**src/rtl/dsc_pkg.sv**
```systemverilog
// ----------------------------------------------------------------------------
// dsc_pkg
// types and constants shared by the dmx slot capture block
// ----------------------------------------------------------------------------
package dsc_pkg;

    // request kinds
    localparam logic REQ_BYTE = 1'b0;
    localparam logic REQ_TICK = 1'b1;

    // slot numbering
    localparam logic [8:0] SLOT_START_CODE   = 9'd1;
    localparam logic [8:0] SLOT_FIRST_DATA   = 9'd2;
    localparam logic [8:0] SLOT_LAST_COUNTED = 9'd255;
    localparam logic [8:0] BASE_SLOT_RESET   = 9'd2;

    // last pwm count before the wrap
    localparam logic [7:0] PWM_LAST = 8'd255;

    typedef struct packed {
        logic       req_type;
        logic [7:0] rx_byte;
        logic       framing_error;
    } t_dsc_in;

    typedef struct packed {
        logic led_red;
        logic led_green;
        logic led_blue;
    } t_dsc_out;

endpackage

```
**src/rtl/dmx_slot_capture_rgb_pwm_top.sv**
```systemverilog
// ----------------------------------------------------------------------------
// dmx_slot_capture_rgb_pwm_top
// dmx512 slot capture feeding a three channel soft pwm for an rgb led
// ----------------------------------------------------------------------------
// usage
//   input channel (i_in_*): one beat is either a received uart byte with its
//   framing error flag (a framing error marks a dmx break) or a pwm tick.
//   output channel (o_out_*): exactly one beat per input beat, carrying the
//   red, green and blue led levels after that item, in input order.
//   config channel (i_cfg_*): writes base_slot, the slot number of the first
//   captured level (blue); green and red follow. write only while idle.
// timing
//   an accepted beat lands in the input register, is processed from there into
//   the result register, and is offered from the result register until taken.
//   one beat per cycle sustained while the receiver takes results, set by the
//   single pass from input register to result register.
// reset and stall
//   reset clears slot state to slot 2, levels to zero, pwm count to zero and
//   all leds off; base_slot returns to 2. when the receiver stalls, the held
//   result and one waiting input beat fill both registers, then ready drops.
// ----------------------------------------------------------------------------
module dmx_slot_capture_rgb_pwm_top (
    input  logic              i_clk,
    input  logic              i_rst_n,
    input  logic              i_in_valid,
    output logic              o_in_ready,
    input  dsc_pkg::t_dsc_in  i_in_data,
    output logic              o_out_valid,
    input  logic              i_out_ready,
    output dsc_pkg::t_dsc_out o_out_data,
    input  logic              i_cfg_valid,
    output logic              o_cfg_ready,
    input  logic [8:0]        i_cfg_data
);
    import dsc_pkg::*;

    // configuration
    logic [8:0] r_base_slot;

    // input register
    logic       r_in_valid;
    t_dsc_in    r_in_data;

    // block state
    logic [8:0] r_slot, n_slot;
    logic       r_halted, n_halted;
    logic [7:0] r_lvl_blue, n_lvl_blue;
    logic [7:0] r_lvl_green, n_lvl_green;
    logic [7:0] r_lvl_red, n_lvl_red;
    logic [7:0] r_pwm, n_pwm;
    t_dsc_out   r_led, n_led;

    // result register
    logic       r_out_valid;
    t_dsc_out   r_out_data;

    // window compare, done one bit wider so base_slot + 2 never wraps
    logic [9:0] win_lo;
    logic [9:0] win_hi;
    logic [9:0] slot_ext;
    logic       in_window;
    logic [1:0] slot_ofs;
    logic       advance;

    // the input register moves on whenever the result register is free
    assign advance     = r_in_valid && (!r_out_valid || i_out_ready);
    assign o_in_ready  = !r_in_valid || advance;
    assign o_cfg_ready = 1'b1;
    assign o_out_valid = r_out_valid;
    assign o_out_data  = r_out_data;

    assign slot_ext  = {1'b0, r_slot};
    assign win_lo    = {1'b0, r_base_slot};
    assign win_hi    = {1'b0, r_base_slot} + 10'd2;
    assign in_window = (slot_ext >= win_lo) && (slot_ext <= win_hi);
    // offset inside the window is 0..2, so the low two bits are enough
    assign slot_ofs  = r_slot[1:0] - r_base_slot[1:0];

    always_comb begin
        n_slot      = r_slot;
        n_halted    = r_halted;
        n_lvl_blue  = r_lvl_blue;
        n_lvl_green = r_lvl_green;
        n_lvl_red   = r_lvl_red;
        n_pwm       = r_pwm;
        n_led       = r_led;
        if (r_in_data.req_type == REQ_BYTE) begin
            priority if (r_in_data.framing_error) begin
                // break: back to the start code position
                n_slot   = SLOT_START_CODE;
                n_halted = 1'b0;
            end else if (r_halted) begin
                n_halted = 1'b1;
            end else if (r_slot == SLOT_START_CODE) begin
                // only the null start code carries dimmer data
                if (r_in_data.rx_byte == 8'd0) begin
                    n_slot = SLOT_FIRST_DATA;
                end else begin
                    n_halted = 1'b1;
                end
            end else if (in_window) begin
                unique case (slot_ofs)
                    2'd0:    n_lvl_blue  = r_in_data.rx_byte;
                    2'd1:    n_lvl_green = r_in_data.rx_byte;
                    2'd2:    n_lvl_red   = r_in_data.rx_byte;
                    default: n_lvl_red   = r_lvl_red;
                endcase
                n_slot = r_slot + 9'd1;
            end else if (r_slot != 9'd0 && r_slot <= SLOT_LAST_COUNTED) begin
                n_slot = r_slot + 9'd1;
            end else begin
                // ran off the end of the frame without a match
                n_halted = 1'b1;
            end
        end else begin
            if (r_pwm == PWM_LAST) begin
                // period start: every nonzero level lights its led
                n_pwm           = 8'd0;
                n_led.led_blue  = (r_lvl_blue != 8'd0);
                n_led.led_green = (r_lvl_green != 8'd0);
                n_led.led_red   = (r_lvl_red != 8'd0);
            end else begin
                n_pwm = r_pwm + 8'd1;
                if (r_lvl_blue < n_pwm) begin
                    n_led.led_blue = 1'b0;
                end
                if (r_lvl_green < n_pwm) begin
                    n_led.led_green = 1'b0;
                end
                if (r_lvl_red < n_pwm) begin
                    n_led.led_red = 1'b0;
                end
            end
        end
    end

    // control and state registers
    always_ff @(posedge i_clk) begin
        if (!i_rst_n) begin
            r_base_slot <= BASE_SLOT_RESET;
            r_in_valid  <= 1'b0;
            r_out_valid <= 1'b0;
            r_slot      <= SLOT_FIRST_DATA;
            r_halted    <= 1'b0;
            r_lvl_blue  <= 8'd0;
            r_lvl_green <= 8'd0;
            r_lvl_red   <= 8'd0;
            r_pwm       <= 8'd0;
            r_led       <= '0;
        end else begin
            if (i_cfg_valid) begin
                r_base_slot <= i_cfg_data;
            end
            if (o_in_ready) begin
                r_in_valid <= i_in_valid;
            end
            if (advance) begin
                r_out_valid <= 1'b1;
                r_slot      <= n_slot;
                r_halted    <= n_halted;
                r_lvl_blue  <= n_lvl_blue;
                r_lvl_green <= n_lvl_green;
                r_lvl_red   <= n_lvl_red;
                r_pwm       <= n_pwm;
                r_led       <= n_led;
            end else if (i_out_ready) begin
                r_out_valid <= 1'b0;
            end
        end
    end

    // payload registers
    always_ff @(posedge i_clk) begin
        if (o_in_ready && i_in_valid) begin
            r_in_data <= i_in_data;
        end
        if (advance) begin
            r_out_data <= n_led;
        end
    end

    // a break always lands on the start code slot with reception enabled
    a_break_resets_slot: assert property (@(posedge i_clk) disable iff (!i_rst_n)
        advance && r_in_data.req_type == REQ_BYTE && r_in_data.framing_error
        |=> r_slot == SLOT_START_CODE && !r_halted)
        else $error("break did not return to start code slot");

    // the pwm counter wraps to zero after its last count
    a_pwm_wrap: assert property (@(posedge i_clk) disable iff (!i_rst_n)
        advance && r_in_data.req_type == REQ_TICK && r_pwm == PWM_LAST
        |=> r_pwm == 8'd0)
        else $error("pwm counter did not wrap");

    // the offered result always matches the current led state
    a_out_matches_led: assert property (@(posedge i_clk) disable iff (!i_rst_n)
        r_out_valid |-> r_out_data == r_led)
        else $error("result differs from led state");

    // with both registers full and the receiver stalled, no new beat is taken
    a_no_overrun: assert property (@(posedge i_clk) disable iff (!i_rst_n)
        r_out_valid && !i_out_ready && r_in_valid |-> !o_in_ready)
        else $error("input accepted while pipeline full");

    // a byte never touches the pwm counter
    a_byte_keeps_pwm: assert property (@(posedge i_clk) disable iff (!i_rst_n)
        advance && r_in_data.req_type == REQ_BYTE |=> $stable(r_pwm))
        else $error("byte changed pwm counter");

endmodule
```
**config.mk**
```make
export PLATFORM = sky130hd
export DESIGN_NAME = dmx_slot_capture_rgb_pwm_top
export DESIGN_NICKNAME = d
export VERILOG_FILES = /design/src/rtl/dsc_pkg.sv /design/src/rtl/dmx_slot_capture_rgb_pwm_top.sv
export SDC_FILE = /design/constraint.sdc
export NUM_CORES = 1
export LEC_CHECK = 0
export BUFFER_PORTS_ARGS = -buffer_cell sky130_fd_sc_hd__buf_2
export CAP_MARGIN = 10
export CORE_AREA = 2 2 100 102
export DETAILED_ROUTE_END_ITERATION = 10
export DIE_AREA = 0 0 102 104
export PLACE_DENSITY = 0.62
export SLEW_MARGIN = 25
export SYNTH_ARGS = -nofsm -noshare
export SYNTH_HDL_FRONTEND = slang
export SYNTH_SLANG_ARGS = --single-unit
```
**constraint.sdc**
```tcl
create_clock -name i_clk -period 5.4 [get_ports i_clk]
set_input_delay 0.27 -clock i_clk [delete_from_list [all_inputs] [get_ports i_clk]]
set_output_delay 0.27 -clock i_clk [all_outputs]
set_load 0.05 [all_outputs]
```
Word-level counts from Yosys, hierarchy flattened

Cells that the tools add are included.
W data, S select, Z words.

Output and inout bits: 6
Bits of input ports: 24
Logic and storage cells: 80
Register bits: 69

Equal/unequal tests: 6
Add/sub/neg operators: 4
Bitwise gates (word level): 4
Reductions and logical operators: 22
Mux-type cells: 20
Order comparisons: 6

Operators by type and width:

| cell                   | number |
|---|---|
| $mux W9                | 6 |
| $lt A8 B8 Y1           | 3 |
| $reduce_bool A8 Y1     | 3 |
| $reduce_and A7 Y1      | 3 |
| $mux W1                | 11 |
| $add A9 B2 Y10 const B | 1 |
| $le A9 B10 Y1          | 1 |
| $add A9 B1 Y9 const B  | 1 |
| $eq A9 B1 Y1 const B   | 1 |
| $ge A9 B9 Y1           | 1 |
| $le A9 B8 Y1 const B   | 1 |
| $reduce_bool A9 Y1     | 1 |
| $add A8 B1 Y8 const B  | 1 |
| $eq A8 B8 Y1 const B   | 1 |
| $logic_not A8 Y1       | 1 |
| $mux W8                | 1 |
| $mux W3                | 2 |
| $reduce_and A5 Y1      | 1 |
| $logic_and A1 B1 Y1    | 4 |
| $not A1 Y1             | 4 |
| $reduce_and A2 Y1      | 2 |
| $reduce_bool A4 Y1     | 1 |
| $ne A3 B2 Y1 const B   | 1 |
| $eq A2 B1 Y1 const B   | 1 |
| other kinds (7)        | 9 |

Logic depth before layout (Yosys ltp)

Gate-level depths: netlist (run 1).

Depth in word-level cells: 7
Gate-level depth with buffers: 12
Depth with buffers taken out: 11

Worst setup path after synthesis (run 1)

OpenSTA, ideal clock, no wires.

Path type: reg-to-reg
Start point: register r_base_slot[1]
End point: register r_lvl_blue[0]
Setup slack: 2.467 ns
Arrival time: 2.805 ns
Cell stages (with the launch flop): 13
Clock period less this slack: 2.933 ns
Buffers on the path: 1
Path through: dfxtp_1 inv_1 nor4_1 nand4_1 xnor2_1 ha_1 nand3_2 or2_1 o221a_4 or4_1 buf_2 mux2i_1 nor2_1

Cells in the longest elaborated chain, start to end: 4
Elaborated cells between the ends (all ways): 7
Classes of those cells: 2 x add/sub; 2 x order compare; 3 x reduce/logical

Ends and longest elaborated chain:

| item                                 | RTL line                            | source |
|---|---|---|
| start, declared                      | dmx_slot_capture_rgb_pwm_top.sv:38  | `logic [8:0] r_base_slot;` |
| start signal, assigned               | dmx_slot_capture_rgb_pwm_top.sv:152 | `r_base_slot <= i_cfg_data;` |
| $add A9 B2 Y10                       | dmx_slot_capture_rgb_pwm_top.sv:74  | `assign win_hi = {1'b0, r_base_slot} + 10'd2;` |
| $le A9 B10 Y1                        | dmx_slot_capture_rgb_pwm_top.sv:75  | `assign in_window = (slot_ext >= win_lo) && (slot_ext <= win_hi);` |
| $logic_and A1 B1 Y1                  | dmx_slot_capture_rgb_pwm_top.sv:75  |  |
| $reduce_and A7 Y1 (no source line) * | -                                   |  |
| end signal, assigned                 | dmx_slot_capture_rgb_pwm_top.sv:161 | `r_lvl_blue <= n_lvl_blue;` |
| end, declared                        | dmx_slot_capture_rgb_pwm_top.sv:47  | `logic [7:0] r_lvl_blue, n_lvl_blue;` |

Every way passes the cells marked *; elsewhere a longest branch is shown, timed or not.
A chain may end at the register's enable or synchronous reset.

Worst setup path in the final report (run 1)

Same ends and word-level chain as after synthesis.

==> results of run 1 <==
==> cell type report <==
cell class                 instances  area share [%]
clock inverter                     6            1.01
clock buffer                      10            3.24
multi-input combinational        327            54.2
sequential                        69            32.8
timing repair buffer              28            3.05
tap                              133            3.62
inverter                          25            2.04
==> through the flow <==
stage,cells,hold WS (ns),power (W),setup slack (ns)
after floorplan,436,0.369,0.000647,2.47
after global placement,582,0.447,0.000675,2.21
after detailed placement,582,0.448,0.000678,2.13
after CTS,598,0.0641,0.00111,2.10
after global routing,598,0.0558,0.00115,1.78
final,598,0.0781,0.00109,2.08
==> flip-flops by register name (all words and copies together) (netlist names), 3 cells and up <==
name / count
r_pwm: 8
r_lvl_blue: 8
o_out_data: 3
r_in_data: 10
r_base_slot: 9
r_lvl_red: 8
r_lvl_green: 8
r_slot: 9
r_led: 3
==> power groups by stage <==
stage                     sequential [W]  combinational, W  clock (W)
after floorplan                 0.000563         0.0000843          0
after global placement          0.000566          0.000109          0
after detailed placement        0.000566          0.000112          0
after CTS                       0.000554          0.000113   0.000439
after global routing            0.000557          0.000125   0.000463
final                           0.000554          0.000112   0.000426
==> worst max-delay path, stage by stage (launching register included) <==
cell	delay [ns]
dfxtp_1	0.41
inv_1	0.10
nor4_1	0.39
nand4_1	0.16
xnor2_1	0.15
ha_1	0.33
nand3_2	0.10
or2_1	0.25
o221a_4	0.26
or4_1	0.74
mux2i_1	0.23
nor2_1	0.06
==> kinds of logic (layout without fill, tap and decap cells) <==
logic type	count (synthesis)	after routing	synth area share (%)
DFF	69	69	36.2
xor gates and xnor gates	14	14	2.94
muxes	40	40	9.59
AOI/OAI and AO/OA	75	75	12.9
adders and majority gates	44	44	13.4
other	1	1	0.0898
and+or+nand+nor	153	153	20.9
buffers and inverters	40	69	4.07
==> layout by cell type (no fill, tap or decap), drive strengths merged, types with 13 or more instances in the layout <==
cell    instances
buf            28
inv            30
nor2b          31
dfxtp          56
nand2          37
ha             43
a21oi          24
mux2i          40
nor4           13
nand3          14
nor2           19
edfxtp         13
==> routing by layer <==
metal | vias to the layer above | part of all wire [%] | track usage [%]
met4 | 0 | 0.80 | 4.19
met1 | 1491 | 51 | 26.2
met5 | - | 0 | 0
met3 | 7 | 3.3 | 4.91
met2 | 47 | 45 | 27.9
li1 | 1621 | - | -
==> how the worst max path moves through the flow <==
stage	start	to	slack, ns	cells past startpoint
4_1_cts	r_base_slot[1]	r_lvl_blue[0]	2.10	11
3_3_place_gp	r_base_slot[1]	r_lvl_blue[6]	2.21	11
3_5_place_dp	r_base_slot[1]	r_lvl_blue[0]	2.13	11
6_report	r_base_slot[1]	r_lvl_blue[0]	2.08	11
5_1_grt	r_base_slot[1]	r_slot[6]	1.78	11
2_1_floorplan	r_base_slot[1]	r_lvl_blue[0]	2.47	12
==> results.py, run 1 <==
metrics = {
    "worst_setup_path": {
        "r2r-start": "r_base_slot[1]",
        "r2r_end": "r_lvl_blue[0]",
        "reg2reg_depth": 11,
        "cp-end-kind": "register",
        "worst-path-max-fanout": 8,
        "cp_data_required_time_ns": 5.62,
        "crit_type": "register to register",
        "reg2reg_slack_ns": 2.08,
        "cp-start-kind": "register",
        "crit_arrival_ns": 3.54,
    },
    "finish": {
        "area_growth_pct": 10.2,
        "insertedDiodeCount": 0,
        "nets": 528,
        "multi_input_area_um2": 2490,
        "drive_gt1_share_pct": 12.5,
        "final_area_um2": 4600,
        "layout.area.seq_um2": 1510,
        "final_core_util_pct": 48.2,
        "nFillCells": 936,
    },
    "logic_synthesis": {
        "syn_area_um2": 4180,
        "synth.most_common_cell": "dfxtp_1",
        "synth_area_leaders": "dfxtp_1 27%, ha_1 13%, mux2i_1 9.6%",
        "synth_edf_count": 13,
        "async_flop_share_pct": 0,
        "synth_warnings": 0,
        "yosysTopAreaCell": "dfxtp_1",
        "yosysTopAreaCellShare_pct": 26.8,
        "synth.distinct_cells": 54,
        "synth_cells": 436,
        "syn_area_per_cell_um2": 9.58,
        "synth_seq_area_share_pct": 36.2,
        "synth_fp_nets": 504,
        "synthTopCellsByCount": "56 x dfxtp_1, 43 x ha_1, 40 x mux2i_1, 37 x nand2_1, 31 x nor2b_1",
        "synthFlopType": "dfxtp_1",
        "ys_ff_latch": 69,
    },
    "run_status": {
        "status": "completed",
    },
    "cts": {
        "cts_sinks": 69,
        "postCtsSetupRepairBufs": 0,
        "insertion_delay_ns": 0.36,
        "cts_buffers": 9,
        "clock_path_buffers": 2,
        "post_cts_resized": 0,
        "ctsHoldBuffers": 0,
        "cts_tree": "yes",
        "path_clk_slew_ns": 0.09,
        "root_buffer": "clkbuf_8",
        "cts-htree-levels": 3,
    },
    "hold_path": {
        "hold_class": "input pin to register",
        "hold_start": "i_in_data[5]",
        "min_path_cells": 1,
        "hold_end": "r_in_data[5]",
    },
    "routing": {
        "remaining_drc_errors": 0,
        "drt-vias-per-instance": 5.29,
        "postRouteAntennaNets": 0,
        "drt-pass1-iter-count": 4,
        "via_count": 3166,
        "drt_iter0_drc": 127,
        "drt_wl_total_um": 8980,
        "wl_per_cell_um": 15.0,
    },
    "timing": {
        "worst_pin_slew_ns": 0.877,
        "slew_violations": 0,
        "layout_min_cycle_time_ns": 3.32,
        "relSlewSlack_pct": 41.5,
        "hold_viol_final": 0,
        "clock.fmax_mhz": 302,
        "finalClockSkew_ns": 0.0142,
        "rsz0062_at_grt": "false",
        "setup_viol": 0,
        "tns_ns": 0,
        "period_share_pct": 61.4,
    },
    "die": {
        "io_pins": 30,
        "die_x_um": 102,
        "die_area_um2": 10600,
        "row_count": 36,
        "start_util_pct": 43.7,
        "die_h_um": 104,
        "core-area_um2": 9550,
    },
    "placement": {
        "place_area_um2": 4410,
        "hpwlAfterDp_um": 6720,
        "gp_congestion": 0.867,
        "portBuffers": 28,
    },
    "grt": {
        "antenna_found_initial": 0,
        "grt_max_degree": 41,
        "grt_pass1_wl_um": 15500,
        "grt.overflow.total": 0,
        "grt_pass1_vias": 3201,
        "gr-usage-all-layers_pct": 18.4,
    },
    "power": {
        "p_leak_nw": 1.81,
        "sw_frac_of_total_pct": 28.1,
        "power.clock.fraction_pct": 39.0,
        "powerDensity_nw_per_um2": 237,
        "p_sw_w": 0.000307,
        "comb_power_share_pct": 10.2,
        "p_int_w": 0.000784,
        "seq_power_share_pct": 50.8,
        "vdd_drop_max_v": 0.000141,
    },
    "flow_run": {
        "cap_violations": 0,
    },
}
Note: power is estimated with default switching activity, not from simulation.
==> run 2, diff against run 1 <==
- clock period: 5.4 -> 3.3 ns (I/O delays scaled with it)
==> run 2 against run 1 <==
Compared with the run above: fmax is 9.5% higher; wire length is 1.4% higher; utilization is 1.5 points higher; clock-buffer cell count is 1 lower; power is 63% higher; sequential power is 64% higher; sequential share of layout area is 0.94 points lower; register-to-register slack worse by 1.8 ns; non-clock buffer count is 15 higher; critical path depth is 1 higher; clock skew is 0.0036 ns lower; critical endpoint is now r_lvl_blue[2]; largest cell class unchanged; highest routed layer unchanged.
==> results.py, run 2 (synthesis results as in run 1) <==
metrics = {
    "run_status": {
        "status": "completed",
    },
    "worst_setup_path": {
        "crit_type": "register to register",
        "cpMostUsedCell": "ha_1",
        "crit_path_cell_trace": "ha_1 > and3_1 > nand3_1 > xnor2_1 > ha_1 > nand3_2 > or2_1 > o221a_4 > or4_1 > buf_4 > mux2i_1 > nor2_1",
        "critPathLaunch": "r_base_slot[2]",
        "crit_slowest_cell": "or4_1",
        "worst-path-max-fanout": 8,
        "crit_arrival_ns": 3.24,
        "slowest_delay_ns": 0.51,
        "r2r-start": "r_base_slot[2]",
        "cp-start-kind": "register",
        "cp_data_required_time_ns": 3.51,
        "cp-end-kind": "register",
    },
    "grt": {
        "antenna_found_initial": 0,
        "grt_max_degree": 40,
        "gr-usage-all-layers_pct": 17.9,
        "grt_pass1_wl_um": 15000,
        "grt.overflow.total": 0,
        "grt_pass1_vias": 3081,
    },
    "cts": {
        "insertion_delay_ns": 0.35,
        "path_clk_slew_ns": 0.07,
        "clock_path_buffers": 2,
        "root_buffer": "clkbuf_8",
        "cts_tree": "yes",
        "cts_buffers": 9,
        "cts-htree-levels": 3,
        "cts_sinks": 69,
        "postCtsSetupRepairBufs": 0,
    },
    "routing": {
        "wl_per_cell_um": 14.9,
        "drt_wl_total_um": 9100,
        "postRouteAntennaNets": 0,
        "drt_iter0_drc": 142,
        "remaining_drc_errors": 0,
        "via_count": 3192,
        "drt-pass1-iter-count": 4,
        "drt-vias-per-instance": 5.22,
    },
    "hold_path": {
        "hold_start": "i_in_valid",
        "hold_class": "input pin to register",
    },
    "placement": {
        "hpwlAfterDp_um": 6730,
        "gp_congestion": 0.847,
        "place_area_um2": 4440,
        "portBuffers": 28,
        "dp_cells": 587,
    },
    "die": {
        "row_count": 36,
        "start_util_pct": 43.7,
        "die_x_um": 102,
        "io_pins": 30,
        "die_area_um2": 10600,
        "die_h_um": 104,
        "core-area_um2": 9550,
    },
    "timing": {
        "finalClockSkew_ns": 0.0106,
        "worst_pin_slew_ns": 0.851,
        "relSlewSlack_pct": 43.3,
        "layout_min_cycle_time_ns": 3.03,
        "hold_viol_final": 0,
        "period_share_pct": 91.8,
        "clock.fmax_mhz": 330,
        "slew_violations": 0,
        "setup_viol": 0,
        "tns_ns": 0,
        "rsz0062_at_grt": "false",
    },
    "power": {
        "powerDensity_nw_per_um2": 375,
        "p_leak_nw": 1.87,
        "vdd_drop_max_v": 0.000238,
    },
    "finish": {
        "nets": 543,
        "insertedDiodeCount": 0,
        "final_cells": 612,
        "drive_gt1_share_pct": 13.4,
        "final_cell_mix": "55 x dfxtp_1, 43 x ha_1, 40 x mux2i_1",
        "nFillCells": 906,
        "area_growth_pct": 13.5,
        "regMostFlops": "r_in_data",
        "mostFrequentLayoutCell": "dfxtp_1",
        "top_regs": "r_in_data: 10 flops, r_base_slot: 9 flops, r_slot: 9 flops",
        "largest_reg_flops": 10,
        "final_area_um2": 4740,
    },
    "flow_run": {
        "cap_violations": 0,
    },
}
-- run 2: through the flow --
stage / total power, W / setup WS [ns] / utilization [%] / hold WS (ns)
6_report: 0.00178 / 0.271 / 49.6 / 0.0351
5_1_grt: 0.00186 / 0.00449 / 49.6 / 0.0323
4_1_cts: 0.00179 / 0.130 / 49.6 / 0.0255
3_5_place_dp: 0.00111 / 0.143 / 46.5 / 0.343
3_3_place_gp: 0.00111 / 0.202 / 46.5 / 0.341
2_1_floorplan: 0.00106 / 0.367 / - / 0.264
-- run 2: worst max-delay path: cells and delay by family (launching register included) --
kind / cells / cell delay [ns]
AOI/OAI and AO/OA: 1 / 0.26
xor gates and xnor gates: 1 / 0.16
adders and majority gates: 2 / 0.50
buffers and inverters: 1 / 0.20
DFF: 1 / 0.37
muxes: 1 / 0.15
and+or+nand+nor: 6 / 1.25
-- run 2: where the power goes --
part           internal [W]  leakage [nW]  switching, W
clock              0.000345        0.0915      0.000333
combinational     0.0000850          1.19      0.000110
sequential         0.000879         0.580     0.0000273
-- run 2: what timing repair did --
item	CTS	global route
setup endpoints to repair	0	9
gates resized for setup	0	3
hold buffers	10	0
endpoints found under the hold margin	10	0
-- run 2: final cells by class --
class	count	area (um2)	area share, %
clock buffer	9	124	2.61
clock inverter	6	63.8	1.35
tap	133	166	3.51
timing repair buffer	43	278	5.86
sequential	69	1510	31.9
multi-input combinational	327	2500	52.8
inverter	25	93.8	1.98
-- run 2: routing by layer --
layer | track usage, % | part of all wire (%) | vias up
met5 | 0 | 0 | -
met4 | 6.76 | 2.0 | 0
met3 | 2.82 | 2.4 | 13
met2 | 26.7 | 44 | 50
met1 | 25.8 | 51 | 1476
li1 | - | - | 1653
-- run 2: path summary, 6_finish.rpt --
check | slack, ns | cells after the start | end
setup / recovery | 0.27 | 12 | r_lvl_blue[2]
hold / removal | 0.04 | 3 | r_in_valid
setup reg to reg | 0.27 | 12 | r_lvl_blue[2]
hold reg to reg | 0.50 | 2 | r_pwm[1]
